--- config.mk ---
export PLATFORM = sky130hd
export DESIGN_NAME = stop_and_wait_retransmit_timer_top_flat
export DESIGN_NICKNAME = d
export VERILOG_FILES = /design/src/rtl/swt_pkg.sv /design/src/rtl/swt_if.sv /design/src/rtl/stop_and_wait_retransmit_timer_top.sv /design/src/flat_wrapper.sv
export SDC_FILE = /design/constraint.sdc
export NUM_CORES = 1
export LEC_CHECK = 0
export BUFFER_PORTS_ARGS = -buffer_cell sky130_fd_sc_hd__buf_2
export CAP_MARGIN = 15
export CORE_UTILIZATION = 45
export CTS_BUF_LIST = sky130_fd_sc_hd__clkbuf_8
export CTS_CLUSTER_SIZE = 25
export DETAILED_ROUTE_END_ITERATION = 10
export PLACE_DENSITY = 0.73
export SLEW_MARGIN = 20
export SYNTH_ARGS = -nofsm -noshare
export SYNTH_HDL_FRONTEND = slang
export SYNTH_SLANG_ARGS = --single-unit
export TNS_END_PERCENT = 1
--- constraint.sdc ---
create_clock -name i_clk -period 8.75 [get_ports i_clk]
set_clock_uncertainty 0.05 [all_clocks]
set_input_delay 0.875 -clock i_clk [delete_from_list [all_inputs] [get_ports i_clk]]
set_output_delay 0.875 -clock i_clk [all_outputs]
set_load 0.005 [all_outputs]
--- src/rtl/swt_pkg.sv ---
`timescale 1ns / 1ps
// Shared types, codes and defaults for the stop-and-wait retransmit timer.
package swt_pkg;

    // Width of the timeout register and of timeout_out
    localparam int TO_W = 24;

    localparam int SEQ_BITS_DEF       = 16;
    localparam int TAG_BITS_DEF       = 16;
    localparam int TIME_BITS_DEF      = 32;
    localparam int MAX_TIMEOUT_US_DEF = 100000;

    localparam logic [TO_W-1:0] TIMEOUT_RESET = TO_W'(100000);

    // APB register map
    localparam int CFG_DATA_W = 32;
    localparam int CFG_ADDR_W = 3;
    localparam logic [CFG_ADDR_W-1:0] ADDR_INIT_TIMEOUT = 3'd0;
    localparam logic [CFG_ADDR_W-1:0] ADDR_ADAPT_EN     = 3'd4;

    typedef enum logic [1:0] {
        REQ_ADD  = 2'd0,
        REQ_POLL = 2'd1,
        REQ_ACK  = 2'd2
    } t_req_type;

    typedef enum logic [1:0] {
        ACK_ACCEPTED = 2'd0,
        ACK_EMPTY    = 2'd1,
        ACK_MISMATCH = 2'd2,
        ACK_NONE     = 2'd3
    } t_ack_status;

endpackage

--- src/rtl/swt_if.sv ---
`timescale 1ns / 1ps
// Request and response channel interfaces of the retransmit timer.
interface swt_req_if #(
    parameter int SEQ_BITS  = swt_pkg::SEQ_BITS_DEF,
    parameter int TAG_BITS  = swt_pkg::TAG_BITS_DEF,
    parameter int TIME_BITS = swt_pkg::TIME_BITS_DEF
);
    logic                 valid;
    logic                 ready;
    logic [1:0]           req_type;
    logic [SEQ_BITS-1:0]  seq_num;
    logic [TAG_BITS-1:0]  packet_tag;
    logic [TIME_BITS-1:0] now_us;

    modport source (output valid, output req_type, output seq_num, output packet_tag,
                    output now_us, input ready);
    modport sink   (input valid, input req_type, input seq_num, input packet_tag,
                    input now_us, output ready);
endinterface

interface swt_rsp_if #(
    parameter int TAG_BITS = swt_pkg::TAG_BITS_DEF
);
    logic                      valid;
    logic                      ready;
    logic                      send_packet;
    logic [TAG_BITS-1:0]       tag_out;
    logic                      slot_free;
    logic [1:0]                ack_status;
    logic [swt_pkg::TO_W-1:0]  timeout_out;

    modport source (output valid, output send_packet, output tag_out, output slot_free,
                    output ack_status, output timeout_out, input ready);
    modport sink   (input valid, input send_packet, input tag_out, input slot_free,
                    input ack_status, input timeout_out, output ready);
endinterface

--- src/rtl/stop_and_wait_retransmit_timer_top.sv ---
`timescale 1ns / 1ps
// Stop-and-wait ARQ sender timer: holds one packet, answers adds, polls and acks.
//
// Takes one request word per clock while responses are taken, and returns one
// response word per request. A word passes an input register and a result
// register, so its response is presented once the result register loads; the
// held-packet state and the running timeout are updated when the result register
// loads, and the next word sees that state. While a finished response waits, the
// input takes one more word into the input register and then stalls until the
// response is taken.
// Configuration is written over APB:
// offset 0x0 initial_timeout_us (loads the running timeout), offset 0x4
// adaptive_enable. Write registers only while no request is in flight.
module stop_and_wait_retransmit_timer_top #(
    parameter int SEQ_BITS       = swt_pkg::SEQ_BITS_DEF,
    parameter int TAG_BITS       = swt_pkg::TAG_BITS_DEF,
    parameter int TIME_BITS      = swt_pkg::TIME_BITS_DEF,
    parameter int MAX_TIMEOUT_US = swt_pkg::MAX_TIMEOUT_US_DEF
) (
    input  logic                              i_clk,
    input  logic                              i_rst_n,
    swt_req_if.sink                           i_req,
    swt_rsp_if.source                         o_rsp,
    input  logic                              psel,
    input  logic                              penable,
    input  logic                              pwrite,
    input  logic [swt_pkg::CFG_ADDR_W-1:0]    paddr,
    input  logic [swt_pkg::CFG_DATA_W-1:0]    pwdata,
    output logic [swt_pkg::CFG_DATA_W-1:0]    prdata,
    output logic                              pready
);

    localparam int TO_W  = swt_pkg::TO_W;
    localparam int CMP_W = (TIME_BITS > TO_W) ? TIME_BITS : TO_W;

    // Configuration registers
    logic [TO_W-1:0] r_init_timeout;
    logic            r_adapt_en;

    // Input register
    logic                 r_s1_valid;
    logic [1:0]           r_s1_req;
    logic [SEQ_BITS-1:0]  r_s1_seq;
    logic [TAG_BITS-1:0]  r_s1_tag;
    logic [TIME_BITS-1:0] r_s1_now;

    // Held packet state
    logic                 r_holding,    n_holding;
    logic [SEQ_BITS-1:0]  r_held_seq,   n_held_seq;
    logic [TAG_BITS-1:0]  r_held_tag,   n_held_tag;
    logic [TIME_BITS-1:0] r_first_time, n_first_time;
    logic [TIME_BITS-1:0] r_last_time,  n_last_time;
    logic [TO_W-1:0]      r_timeout,    n_timeout;

    // Result register
    logic                 r_out_valid;
    logic                 r_send,   n_send;
    logic [TAG_BITS-1:0]  r_tag_out, n_tag_out;
    logic [1:0]           r_status, n_status;

    logic                 cfg_wr;
    logic                 s2_load;
    logic                 s1_load;
    logic [TIME_BITS-1:0] age_last;
    logic [TIME_BITS-1:0] age_first;
    logic [CMP_W:0]       mean_sum;
    logic [CMP_W-1:0]     mean;
    logic [CMP_W-1:0]     mean_capped;

    assign cfg_wr  = psel && penable && pwrite && pready;
    assign pready  = 1'b1;
    assign prdata  = paddr[2] ? swt_pkg::CFG_DATA_W'(r_adapt_en)
                              : swt_pkg::CFG_DATA_W'(r_init_timeout);

    assign s2_load     = r_s1_valid && (!r_out_valid || o_rsp.ready);
    assign s1_load     = i_req.valid && i_req.ready;
    assign i_req.ready = !r_s1_valid || s2_load;

    assign age_last  = r_s1_now - r_last_time;
    assign age_first = r_s1_now - r_first_time;
    assign mean_sum  = (CMP_W + 1)'(age_first) + (CMP_W + 1)'(r_timeout);
    assign mean      = mean_sum[CMP_W:1];
    assign mean_capped = (mean > CMP_W'(MAX_TIMEOUT_US)) ? CMP_W'(MAX_TIMEOUT_US) : mean;

    always_comb begin
        n_holding    = r_holding;
        n_held_seq   = r_held_seq;
        n_held_tag   = r_held_tag;
        n_first_time = r_first_time;
        n_last_time  = r_last_time;
        n_timeout    = r_timeout;
        n_send       = 1'b0;
        n_tag_out    = '0;
        n_status     = swt_pkg::ACK_NONE;
        case (r_s1_req)
            swt_pkg::REQ_ADD: begin
                n_holding    = 1'b1;
                n_held_seq   = r_s1_seq;
                n_held_tag   = r_s1_tag;
                n_first_time = r_s1_now;
                n_last_time  = r_s1_now;
            end
            swt_pkg::REQ_POLL: begin
                if (r_holding && (CMP_W'(age_last) > CMP_W'(r_timeout))) begin
                    n_send      = 1'b1;
                    n_tag_out   = r_held_tag;
                    n_last_time = r_s1_now;
                end
            end
            swt_pkg::REQ_ACK: begin
                if (!r_holding) begin
                    n_status = swt_pkg::ACK_EMPTY;
                end else if (r_s1_seq != r_held_seq) begin
                    n_status = swt_pkg::ACK_MISMATCH;
                end else begin
                    n_status  = swt_pkg::ACK_ACCEPTED;
                    n_holding = 1'b0;
                    if (r_adapt_en) begin
                        n_timeout = TO_W'(mean_capped);
                    end
                end
            end
            default: begin
            end
        endcase
    end

    // Control and configuration
    always_ff @(posedge i_clk) begin
        if (!i_rst_n) begin
            r_init_timeout <= swt_pkg::TIMEOUT_RESET;
            r_adapt_en     <= 1'b0;
            r_timeout      <= swt_pkg::TIMEOUT_RESET;
            r_holding      <= 1'b0;
            r_s1_valid     <= 1'b0;
            r_out_valid    <= 1'b0;
        end else begin
            if (cfg_wr && !paddr[2]) begin
                r_init_timeout <= pwdata[TO_W-1:0];
                r_timeout      <= pwdata[TO_W-1:0];
            end else if (s2_load) begin
                r_timeout <= n_timeout;
            end
            if (cfg_wr && paddr[2]) begin
                r_adapt_en <= pwdata[0];
            end
            if (s2_load) begin
                r_holding <= n_holding;
            end
            if (i_req.ready) begin
                r_s1_valid <= i_req.valid;
            end
            // hold the response until taken
            if (s2_load) begin
                r_out_valid <= 1'b1;
            end else if (o_rsp.ready) begin
                r_out_valid <= 1'b0;
            end
        end
    end

    // Payload registers
    always_ff @(posedge i_clk) begin
        if (s1_load) begin
            r_s1_req <= i_req.req_type;
            r_s1_seq <= i_req.seq_num;
            r_s1_tag <= i_req.packet_tag;
            r_s1_now <= i_req.now_us;
        end
        if (s2_load) begin
            r_held_seq   <= n_held_seq;
            r_held_tag   <= n_held_tag;
            r_first_time <= n_first_time;
            r_last_time  <= n_last_time;
            r_send       <= n_send;
            r_tag_out    <= n_tag_out;
            r_status     <= n_status;
        end
    end

    assign o_rsp.valid       = r_out_valid;
    assign o_rsp.send_packet = r_send;
    assign o_rsp.tag_out     = r_tag_out;
    assign o_rsp.slot_free   = !r_holding;
    assign o_rsp.ack_status  = r_status;
    assign o_rsp.timeout_out = r_timeout;

endmodule

--- src/flat_wrapper.sv ---
// flat-port wrapper written by rule: the top's interface ports become plain ports
module stop_and_wait_retransmit_timer_top_flat 
#(
    parameter int SEQ_BITS       = swt_pkg::SEQ_BITS_DEF,
    parameter int TAG_BITS       = swt_pkg::TAG_BITS_DEF,
    parameter int TIME_BITS      = swt_pkg::TIME_BITS_DEF,
    parameter int MAX_TIMEOUT_US = swt_pkg::MAX_TIMEOUT_US_DEF
)
  (i_clk, i_rst_n, psel, penable, pwrite, paddr, pwdata, prdata, pready, i_req_valid, i_req_req_type, i_req_seq_num, i_req_packet_tag, i_req_now_us, i_req_ready, o_rsp_valid, o_rsp_send_packet, o_rsp_tag_out, o_rsp_slot_free, o_rsp_ack_status, o_rsp_timeout_out, o_rsp_ready);
  swt_req_if #(.SEQ_BITS(SEQ_BITS), .TAG_BITS(TAG_BITS), .TIME_BITS(TIME_BITS)) i_req_i ();
  swt_rsp_if #(.TAG_BITS(TAG_BITS)) o_rsp_i ();
  input  logic i_clk;
  input  logic i_rst_n;
  input  logic psel;
  input  logic penable;
  input  logic pwrite;
  input  logic [swt_pkg::CFG_ADDR_W-1:0] paddr;
  input  logic [swt_pkg::CFG_DATA_W-1:0] pwdata;
  output logic [swt_pkg::CFG_DATA_W-1:0] prdata;
  output logic pready;
  input wire logic [$bits(i_req_i.valid)-1:0] i_req_valid;
  input wire logic [$bits(i_req_i.req_type)-1:0] i_req_req_type;
  input wire logic [$bits(i_req_i.seq_num)-1:0] i_req_seq_num;
  input wire logic [$bits(i_req_i.packet_tag)-1:0] i_req_packet_tag;
  input wire logic [$bits(i_req_i.now_us)-1:0] i_req_now_us;
  output wire logic [$bits(i_req_i.ready)-1:0] i_req_ready;
  output wire logic [$bits(o_rsp_i.valid)-1:0] o_rsp_valid;
  output wire logic [$bits(o_rsp_i.send_packet)-1:0] o_rsp_send_packet;
  output wire logic [$bits(o_rsp_i.tag_out)-1:0] o_rsp_tag_out;
  output wire logic [$bits(o_rsp_i.slot_free)-1:0] o_rsp_slot_free;
  output wire logic [$bits(o_rsp_i.ack_status)-1:0] o_rsp_ack_status;
  output wire logic [$bits(o_rsp_i.timeout_out)-1:0] o_rsp_timeout_out;
  input wire logic [$bits(o_rsp_i.ready)-1:0] o_rsp_ready;
  assign i_req_i.valid = i_req_valid;
  assign i_req_i.req_type = i_req_req_type;
  assign i_req_i.seq_num = i_req_seq_num;
  assign i_req_i.packet_tag = i_req_packet_tag;
  assign i_req_i.now_us = i_req_now_us;
  assign i_req_ready = i_req_i.ready;
  assign o_rsp_valid = o_rsp_i.valid;
  assign o_rsp_send_packet = o_rsp_i.send_packet;
  assign o_rsp_tag_out = o_rsp_i.tag_out;
  assign o_rsp_slot_free = o_rsp_i.slot_free;
  assign o_rsp_ack_status = o_rsp_i.ack_status;
  assign o_rsp_timeout_out = o_rsp_i.timeout_out;
  assign o_rsp_i.ready = o_rsp_ready;
  stop_and_wait_retransmit_timer_top #(.SEQ_BITS(SEQ_BITS), .TAG_BITS(TAG_BITS), .TIME_BITS(TIME_BITS), .MAX_TIMEOUT_US(MAX_TIMEOUT_US)) u_core (.i_clk(i_clk), .i_rst_n(i_rst_n), .i_req(i_req_i), .o_rsp(o_rsp_i), .psel(psel), .penable(penable), .pwrite(pwrite), .paddr(paddr), .pwdata(pwdata), .prdata(prdata), .pready(pready));
endmodule
* After elaboration in Yosys (flattened, before gate mapping)
Index checks and enable logic that the tools add are counted.
Word-level totals: register bits 233, input bits 108
Operators by class: add/sub/neg operators 3, order comparisons 2, eq/ne operators 5, multiplexer cells 18, reductions and logical operators 27
Operator list (number):
- $mux W24 | 8
- $pmux W32 S2 | 1
- $sub A32 B32 Y32 | 2
- $add A32 B24 Y33 | 1
- $gt A32 B17 Y1 const B | 1
- $gt A32 B24 Y1 | 1
- $mux W32 | 1
- $ne A16 B16 Y1 | 1
- $reduce_bool A2 Y1 | 7
- $reduce_and A2 Y1 | 4
- $logic_and A1 B1 Y1 | 7
- $mux W1 | 5
- $reduce_and A5 Y1 | 1
- $logic_not A1 Y1 | 4
- $mux W2 | 2
- $reduce_and A3 Y1 | 1
- $eq A2 B1 Y1 const B | 1
- $eq A2 B2 Y1 const B | 1
- $logic_not A2 Y1 | 1
- $logic_or A1 B1 Y1 | 2
- $ne A2 B1 Y1 const B | 1
- $ne A2 B2 Y1 const B | 1
- $pmux W1 S2 | 1

* Depth between registers and ports, before layout
Gate-level depths: netlist of run 1.
depth after elaboration 10, gate-level depth with buffers 26

* Worst setup path after synthesis of run 1
No wires, ideal clock.
path kind input -> register, start point input port o_rsp_ready, end point register u_core.r_last_time[0] (enable), arrival 6.543 ns, data required time 8.310 ns, slack 1.767 ns, stages 4, path buffers 0, cells stage by stage nor2b_1 > nand2b_1 > nor3_1 > a41o_1
Between the ends: word-level cells in the longest chain between the ends 3
Ends and longest elaborated chain:
- start, declared | RTL line flat_wrapper.sv:33 | input wire logic [$bits(o_rsp_i.ready)-1:0] o_rsp_ready;
- $logic_or A1 B1 Y1 | RTL line stop_and_wait_retransmit_timer_top.sv:75 | assign s2_load = r_s1_valid && (!r_out_valid || o_rsp.ready);
- $logic_and A1 B1 Y1 | RTL line stop_and_wait_retransmit_timer_top.sv:75
- $reduce_and A3 Y1 (no line)
- end signal, assigned | RTL line stop_and_wait_retransmit_timer_top.sv:174 | r_last_time <= n_last_time;
- end, declared | RTL line stop_and_wait_retransmit_timer_top.sv:52 | logic [TIME_BITS-1:0] r_last_time, n_last_time;
Every way passes these cells. A chain may end at the register's enable or synchronous reset.

* Worst setup path after layout of run 1
start point register u_core.r_s1_now[0], end point register u_core.r_last_time[29] (enable)
Between the ends: word-level cells in the longest chain between the ends 5
Ends and longest elaborated chain:
- start, declared | RTL line stop_and_wait_retransmit_timer_top.sv:45 | logic [TIME_BITS-1:0] r_s1_now;
- start signal, assigned | RTL line stop_and_wait_retransmit_timer_top.sv:168 | r_s1_now <= i_req.now_us;
- $sub A32 B32 Y32 | RTL line stop_and_wait_retransmit_timer_top.sv:79 | assign age_last = r_s1_now - r_last_time;
- $gt A32 B24 Y1 | RTL line stop_and_wait_retransmit_timer_top.sv:104 | if (r_holding && (CMP_W'(age_last) > CMP_W'(r_timeout))) begin
- $logic_and A1 B1 Y1 | RTL line stop_and_wait_retransmit_timer_top.sv:104
- $ne A2 B1 Y1 (no line)
- $reduce_and A3 Y1 (no line)
Every way passes these cells.

==> results.sh, run 1 <==
export IMPL_grt_remaining_overflow=0
export IMPL_yosys_most_used_dff="sky130_fd_sc_hd__edfxtp_1"
export IMPL_final_hold_viol_count=0
export IMPL_postSynthRegisterBits=233
export IMPL_first_pass_grt_wire_length_mm=48.62
export IMPL_reg2reg_depth=25
export IMPL_detailedPlacementHpwl_mm=24.01
export IMPL_status="completed"
export IMPL_grt_start_max_net_pins=65
export IMPL_synth_cell_type_count=80
export IMPL_ant_nets=0
export IMPL_gr_usage_met2_pct=30.44
export IMPL_synth_seq_area_share_pct=46.93
export IMPL_hold_buffers=0
export IMPL_post_route_cells_drive_above_1_share_pct=17.01
export IMPL_drc=0
export IMPL_synth_area_leader_cell="sky130_fd_sc_hd__edfxtp_1"
export IMPL_worst_hold_path_type="flop to flop"
export IMPL_synth_top_cell_area_share_pct=39.38
export IMPL_setup_viol=0
export IMPL_final_period_utilization_pct=69.26
export IMPL_fraction_of_the_mapped_netlist_area_in_adder_cells_pct=10.50
export IMPL_ir_drop_mv=0.1357
export IMPL_syn_area_sq_um=13800
export IMPL_postCtsResizedCells=0
export IMPL_vias=10403
export IMPL_wp_buf_inv=3
export IMPL_cap_viol_max_count=0
export IMPL_cellPowerDensity_nw_per_um2=170.2
export IMPL_edff_count_synth=181
export IMPL_synth_top_cells_by_count="sky130_fd_sc_hd__edfxtp_1 (181), sky130_fd_sc_hd__nand2_1 (133), sky130_fd_sc_hd__ha_1 (111), sky130_fd_sc_hd__inv_1 (111), sky130_fd_sc_hd__a21oi_1 (91)"
export IMPL_floorplan_die_height_um=177.1
export IMPL_muxShareOfSynthArea_pct=0.5440
export IMPL_number_of_global_route_vias_before_repair=9932
export IMPL_grtUsageTotal_pct=19.53
export IMPL_crit_required_ns=8.96
export IMPL_grt_antenna_before_repair=2
export IMPL_yosysMostFrequentCell="sky130_fd_sc_hd__edfxtp_1"
export IMPL_drt_pass1_iter_count=5
export IMPL_gpl_final_weighted_congestion=0.8935
export IMPL_cp_end_kind="flop"
export IMPL_fin_setup_tns_ns=0
export IMPL_num_rows=63
export IMPL_leakage_nw=6.730
export IMPL_met1_usage_pct=26.24
export IMPL_synthCells=1346
export IMPL_cp_max_fo=32
export IMPL_synth_simple_area_share_pct=14.01
export IMPL_yosysWarningCount=0
export IMPL_tightest_slew_ns=1.033
export IMPL_timing_final_crit_period_ns=6.060
export IMPL_tritoncts_num_buffers=40
export IMPL_cts_root_buf="sky130_fd_sc_hd__clkbuf_8"
export IMPL_detail_route_wirelength_mm=30.95
export IMPL_design_portCount=187
export IMPL_cp_slowest_stage_delay_ns=0.56
export IMPL_critical_path_slowest_cell="sky130_fd_sc_hd__nor4_1"
export IMPL_io_buffer_count=167
export IMPL_avgSynthCellArea_sq_um=10.25
export IMPL_h_tree_depth=2
export IMPL_cts_num_sinks=233
export IMPL_grt_setup_unrepaired="no"
export IMPL_first_iter_violations=616
export IMPL_dieArea_sq_um=31370
export IMPL_cp_num_cells=25
export IMPL_cts_tree="yes"
export IMPL_synth_top_family_by_area="compound AO/OA/AOI/OAI gates"
export IMPL_synth_xor_xnor_area_share_pct=5.956
export IMPL_cts_setup_buffers=0
export IMPL_routedWlPerCell_um=15.91
export IMPL_slew_violations=0
export IMPL_maxSlewHeadroom_pct=31.08
export IMPL_synth_compound_gate_area_share_pct=17.44
export IMPL_num_nets_final=1745
export IMPL_floorplan_core_area_sq_um=29870
export IMPL_clk_latency_ns=0.56
export IMPL_max_clock_path_buffers=3
export IMPL_num_fill_cells=2720
export IMPL_cp_arrival_ns=6.27
export IMPL_post_route_util_pct=52.66
export IMPL_globalRouteMet3Util_pct=5.176
export IMPL_die_w_um=177.1
export IMPL_fmax_ghz=0.1650
export IMPL_routed_via_count_divided_by_cell_count=5.349
export IMPL_clk_pin_slew_ns=0.06
export IMPL_synth_top_cells_by_area="sky130_fd_sc_hd__edfxtp_1 (39%), sky130_fd_sc_hd__ha_1 (10%), sky130_fd_sc_hd__dfxtp_1 (7.5%)"
export IMPL_postSynth_asyncResetShare_pct=0
export IMPL_timing_worst_setup_path_type="flop to flop"
export IMPL_grt_busiest_layer="met2"
export IMPL_initial_core_utilization_pct=46.20
export IMPL_syn2layout_area_growth_pct=14.00
export IMPL_whs_path_depth=0
export IMPL_cp_dominant_cell_by_count="sky130_fd_sc_hd__a21oi_1"
export IMPL_setup_worst_path_start_class="flop"
export IMPL_critical_path_top_delay_family="compound AO/OA/AOI/OAI gates"
-- layout by cell type (no fill, tap or decap), types with 12 or more instances in the layout --
| cell | count |
|---|---|
| sky130_fd_sc_hd__edfxtp_1 | 181 |
| sky130_fd_sc_hd__buf_2 | 167 |
| sky130_fd_sc_hd__nand2_1 | 133 |
| sky130_fd_sc_hd__inv_1 | 130 |
| sky130_fd_sc_hd__ha_1 | 111 |
| sky130_fd_sc_hd__a21oi_1 | 91 |
| sky130_fd_sc_hd__nor2_1 | 63 |
| sky130_fd_sc_hd__o21ai_0 | 62 |
| sky130_fd_sc_hd__dfxtp_1 | 52 |
| sky130_fd_sc_hd__a21o_1 | 47 |
| sky130_fd_sc_hd__xnor2_1 | 46 |
| sky130_fd_sc_hd__xor2_1 | 46 |
| sky130_fd_sc_hd__clkbuf_8 | 43 |
| sky130_fd_sc_hd__nor2b_1 | 34 |
| sky130_fd_sc_hd__a21boi_0 | 26 |
| sky130_fd_sc_hd__nand4_1 | 24 |
| sky130_fd_sc_hd__nand3_1 | 23 |
| sky130_fd_sc_hd__and2_1 | 19 |
| sky130_fd_sc_hd__a31oi_1 | 15 |
| sky130_fd_sc_hd__nor3_1 | 15 |
| sky130_fd_sc_hd__nand2b_1 | 14 |
| sky130_fd_sc_hd__a211oi_1 | 12 |
| sky130_fd_sc_hd__nor4_1 | 12 |
-- cells by family after synthesis --
group / after synthesis
flip-flops: 233
other: 2
adder cells (fa/ha/maj): 114
AND/OR/NAND/NOR: 384
XOR/XNOR: 93
AO/OA/AOI/OAI: 358
buffers and inverters: 156
multiplexers: 6
-- worst register-to-register path, delay by kind of cell, from the launching register on --
kind | cells | cell delay (ns)
xor gates and xnor gates | 1 | 0.10
and+or+nand+nor | 6 | 1.41
AOI/OAI and AO/OA | 12 | 2.48
adders and majority gates | 3 | 0.88
DFF | 1 | 0.40
buffers and inverters | 3 | 0.43
-- through the flow --
step / std cells / total power, mW / setup WS [ns] / hold WS, ns / instance area, sq um
final: 1945 / 2.677 / 2.690 / 0.3646 / 15730
after global placement: 1871 / 1.779 / 2.821 / 0.3502 / 14990
after floorplan: 1353 / 1.663 / 1.767 / 0.3503 / 13830
after CTS: 1942 / 2.707 / 2.675 / 0.3646 / 15730
after global routing: 1943 / 2.823 / 2.169 / 0.3686 / 15730
after detailed placement: 1871 / 1.793 / 2.734 / 0.3545 / 14990
-- layer usage --
metal / routed length, um / part of all wire, %
met5: 10 / 0.032
met4: 817 / 2.6
met3: 2704 / 8.7
met2: 13160 / 43
met1: 14260 / 46
-- final timing paths --
kind                            from                     end  slack (ns)
setup / recovery  u_core.r_s1_now[0]  u_core.r_last_time[29]        2.69
hold / removal    u_core.r_s1_tag[6]    u_core.r_held_tag[6]        0.36
setup reg to reg  u_core.r_s1_now[0]  u_core.r_last_time[29]        2.69
hold reg to reg   u_core.r_s1_tag[6]    u_core.r_held_tag[6]        0.36
-- power breakdown --
| part | switching, mW | total [mW] | internal, mW |
|---|---|---|---|
| clock | 0.442 | 0.905 | 0.462 |
| sequential | 0.0263 | 1.26 | 1.23 |
| combinational | 0.300 | 0.511 | 0.211 |
| total | 0.769 | 2.68 | 1.91 |
-- registers in the layout (all words and copies together) (netlist names), 2 cells and up --
register	count
u_core.r_held_tag	16
u_core.r_init_timeout	24
u_core.r_last_time	32
u_core.r_s1_req	2
u_core.r_s1_tag	16
u_core.o_rsp.tag_out	16
u_core.r_first_time	32
u_core.r_s1_now	32
u_core.o_rsp.ack_status	2
u_core.o_rsp.timeout_out	24
u_core.r_s1_seq	16
u_core.r_held_seq	16
-- area by class of cell --
class                   count  area [sq um]  area share, %
multi-input cells         964          6726          42.75
inverters                 111         416.7          2.648
repair buffers            173         880.8          5.599
well taps                 390         488.0          3.102
clock inverters            28         145.1         0.9225
diodes                      3         7.507        0.04772
clock buffers              43         591.8          3.762
flip-flops and latches    233          6476          41.16
No activity file was read; power rests on OpenSTA's default activity.
==> inputs of run 2 (changes only) <==
- PLACE_DENSITY: 0.73 -> 0.75
- clock period: 8.75 -> 4.9 ns (I/O delays scaled with it)
==> results.sh, run 2 (synthesis results as in run 1) <==
export IMPL_drc=0
export IMPL_cp_arrival_ns=5.54
export IMPL_clk_pin_slew_ns=0.07
export IMPL_grt_start_max_net_pins=66
export IMPL_detail_route_wirelength_mm=33.67
export IMPL_die_w_um=177.1
export IMPL_critical_path_top_delay_family="compound AO/OA/AOI/OAI gates"
export IMPL_timing_final_crit_period_ns=5.282
export IMPL_tritoncts_num_buffers=39
export IMPL_post_route_cells_drive_above_1_share_pct=26.29
export IMPL_tightest_slew_ns=0.9007
export IMPL_power_sequential_fraction_pct=44.1
export IMPL_grt_antenna_before_repair=2
export IMPL_first_iter_violations=564
export IMPL_cp_dominant_cell_by_count="sky130_fd_sc_hd__a21o_1"
export IMPL_max_clock_path_buffers=3
export IMPL_num_rows=63
export IMPL_cellPowerDensity_nw_per_um2=296.1
export IMPL_cp_max_fo=8
export IMPL_fin_setup_tns_ns=-19.65
export IMPL_maxSlewHeadroom_pct=39.95
export IMPL_final_period_utilization_pct=107.8
export IMPL_power_switching_mw=1.431
export IMPL_num_nets_final=1887
export IMPL_combPwrFrac_pct=22.2
export IMPL_setup_worst_path_start_class="flop"
export IMPL_fin_ws_ns=-0.3821
export IMPL_h_tree_depth=2
export IMPL_grtUsageTotal_pct=21.27
export IMPL_gpl_final_weighted_congestion=0.9058
export IMPL_cts_tree="yes"
export IMPL_detailedPlacementHpwl_mm=25.51
export IMPL_leakage_nw=7.475
export IMPL_netSwitchingFraction_pct=28.04
export IMPL_critical_path_slowest_cell="sky130_fd_sc_hd__edfxtp_1"
export IMPL_timing_worst_setup_path_type="flop to flop"
export IMPL_number_of_global_route_vias_before_repair=10580
export IMPL_status="finished with violations"
export IMPL_routedWlPerCell_um=16.19
export IMPL_mostFrequentLayoutCell="sky130_fd_sc_hd__edfxtp_1"
export IMPL_dieArea_sq_um=31370
export IMPL_cap_viol_max_count=0
export IMPL_cp_slowest_stage_delay_ns=0.45
export IMPL_setup_viol=66
export IMPL_routed_via_count_divided_by_cell_count=5.338
export IMPL_grt_setup_unrepaired="yes"
export IMPL_vias=11102
export IMPL_cp_end_kind="flop"
export IMPL_cellInternalPower_mw=3.672
export IMPL_initial_core_utilization_pct=46.20
export IMPL_design_portCount=187
export IMPL_first_pass_grt_wire_length_mm=52.44
export IMPL_clk_latency_ns=0.56
export IMPL_slew_violations=0
export IMPL_failed_checks="negative setup slack"
export IMPL_ir_drop_mv=0.3408
export IMPL_syn2layout_area_growth_pct=24.85
export IMPL_floorplan_core_area_sq_um=29870
export IMPL_wp_buf_inv=5
export IMPL_cts_num_sinks=233
export IMPL_numPlacedInstances=1992
export IMPL_io_buffer_count=167
export IMPL_final_hold_viol_count=0
export IMPL_post_place_ws_ns=-0.5761
export IMPL_grt_remaining_overflow=0
export IMPL_largestRegisters="u_core.r_first_time: 32 flops, u_core.r_last_time: 32 flops, u_core.r_s1_now: 32 flops"
export IMPL_drt_pass1_iter_count=5
export IMPL_floorplan_die_height_um=177.1
export IMPL_crit_required_ns=5.16
export IMPL_fmax_ghz=0.1893
export IMPL_worst_hold_path_type="primary input to flop"
export IMPL_clock_power_share_pct=33.7
export IMPL_fin_cells=2080
export IMPL_layout_common_cells="sky130_fd_sc_hd__edfxtp_1 (181), sky130_fd_sc_hd__buf_2 (167), sky130_fd_sc_hd__buf_4 (136)"
export IMPL_ant_nets=0
export IMPL_cts_root_buf="sky130_fd_sc_hd__clkbuf_8"
[run 2: cell count changes in the layout (fill, tap and decap cells not counted), moves of 3 or more]
cell                       change
sky130_fd_sc_hd__buf_4       +130
sky130_fd_sc_hd__inv_1        -11
sky130_fd_sc_hd__a21oi_1       -8
sky130_fd_sc_hd__a21oi_2       +8
sky130_fd_sc_hd__buf_12        +5
sky130_fd_sc_hd__o21ai_0       -5
sky130_fd_sc_hd__buf_6         +4
sky130_fd_sc_hd__o21ai_1       +4
sky130_fd_sc_hd__a211oi_1      -3
sky130_fd_sc_hd__a211oi_2      +3
sky130_fd_sc_hd__buf_16        +3
[run 2: cell type report]
cell class,count,area [sq um]
clock buffer,45,619.3
tap,390,488.0
fill,2546,12640
clock inverter,20,153.9
sequential,233,6476
antenna,1,2.502
inverter,111,416.7
multi-input combinational,965,6989
timing repair buffer,315,2085
[run 2: per-layer routing]
metal / track usage, % / vias to the layer above / routed length (um)
met5: 0 / - / 0
li1: - / 5498 / -
met2: 34.55 / 361 / 15110
met4: 7.471 / 0 / 928
met3: 5.369 / 69 / 2732
met1: 27.38 / 5174 / 14900
[run 2: worst paths after layout]
path	startpoint	endpoint	slack, ns	cells after the start
max	u_core.r_s1_now[9]	u_core.r_last_time[24]	-0.38	26
min	i_req_now_us[11]	u_core.r_s1_now[11]	0.05	1
max reg2reg	u_core.r_s1_now[9]	u_core.r_last_time[24]	-0.38	26
min reg2reg	u_core.r_s1_tag[2]	u_core.r_held_tag[2]	0.36	0
[run 2: repair_timing]
item / CTS / global route
gates cloned: 4 / 0
pin swaps: 47 / 35
hold buffers: 0 / 0
setup buffers: 11 / 7
resized for setup: 38 / 17
setup endpoints to repair: 66 / 66
[run 2: through the flow]
stage | total power [mW] | utilization, % | hold slack [ns] | area, sq um
after global placement | 3.314 | 53.44 | 0.3507 | 15970
after global routing | 5.345 | 57.67 | 0.03134 | 17230
after CTS | 5.123 | 57.20 | 0.02569 | 17090
final | 5.103 | 57.67 | 0.05498 | 17230
after detailed placement | 3.344 | 53.44 | 0.3545 | 15970
after floorplan | 2.970 | - | 0.3503 | 13840
[run 2: power by group through the flow]
stage,Sequential [mW],Clock [mW],Combinational [mW]
after floorplan,2.28,0,0.693
after global placement,2.29,0,1.03
after detailed placement,2.29,0,1.05
after CTS,2.25,1.77,1.11
after global routing,2.26,1.84,1.25
final,2.25,1.72,1.13
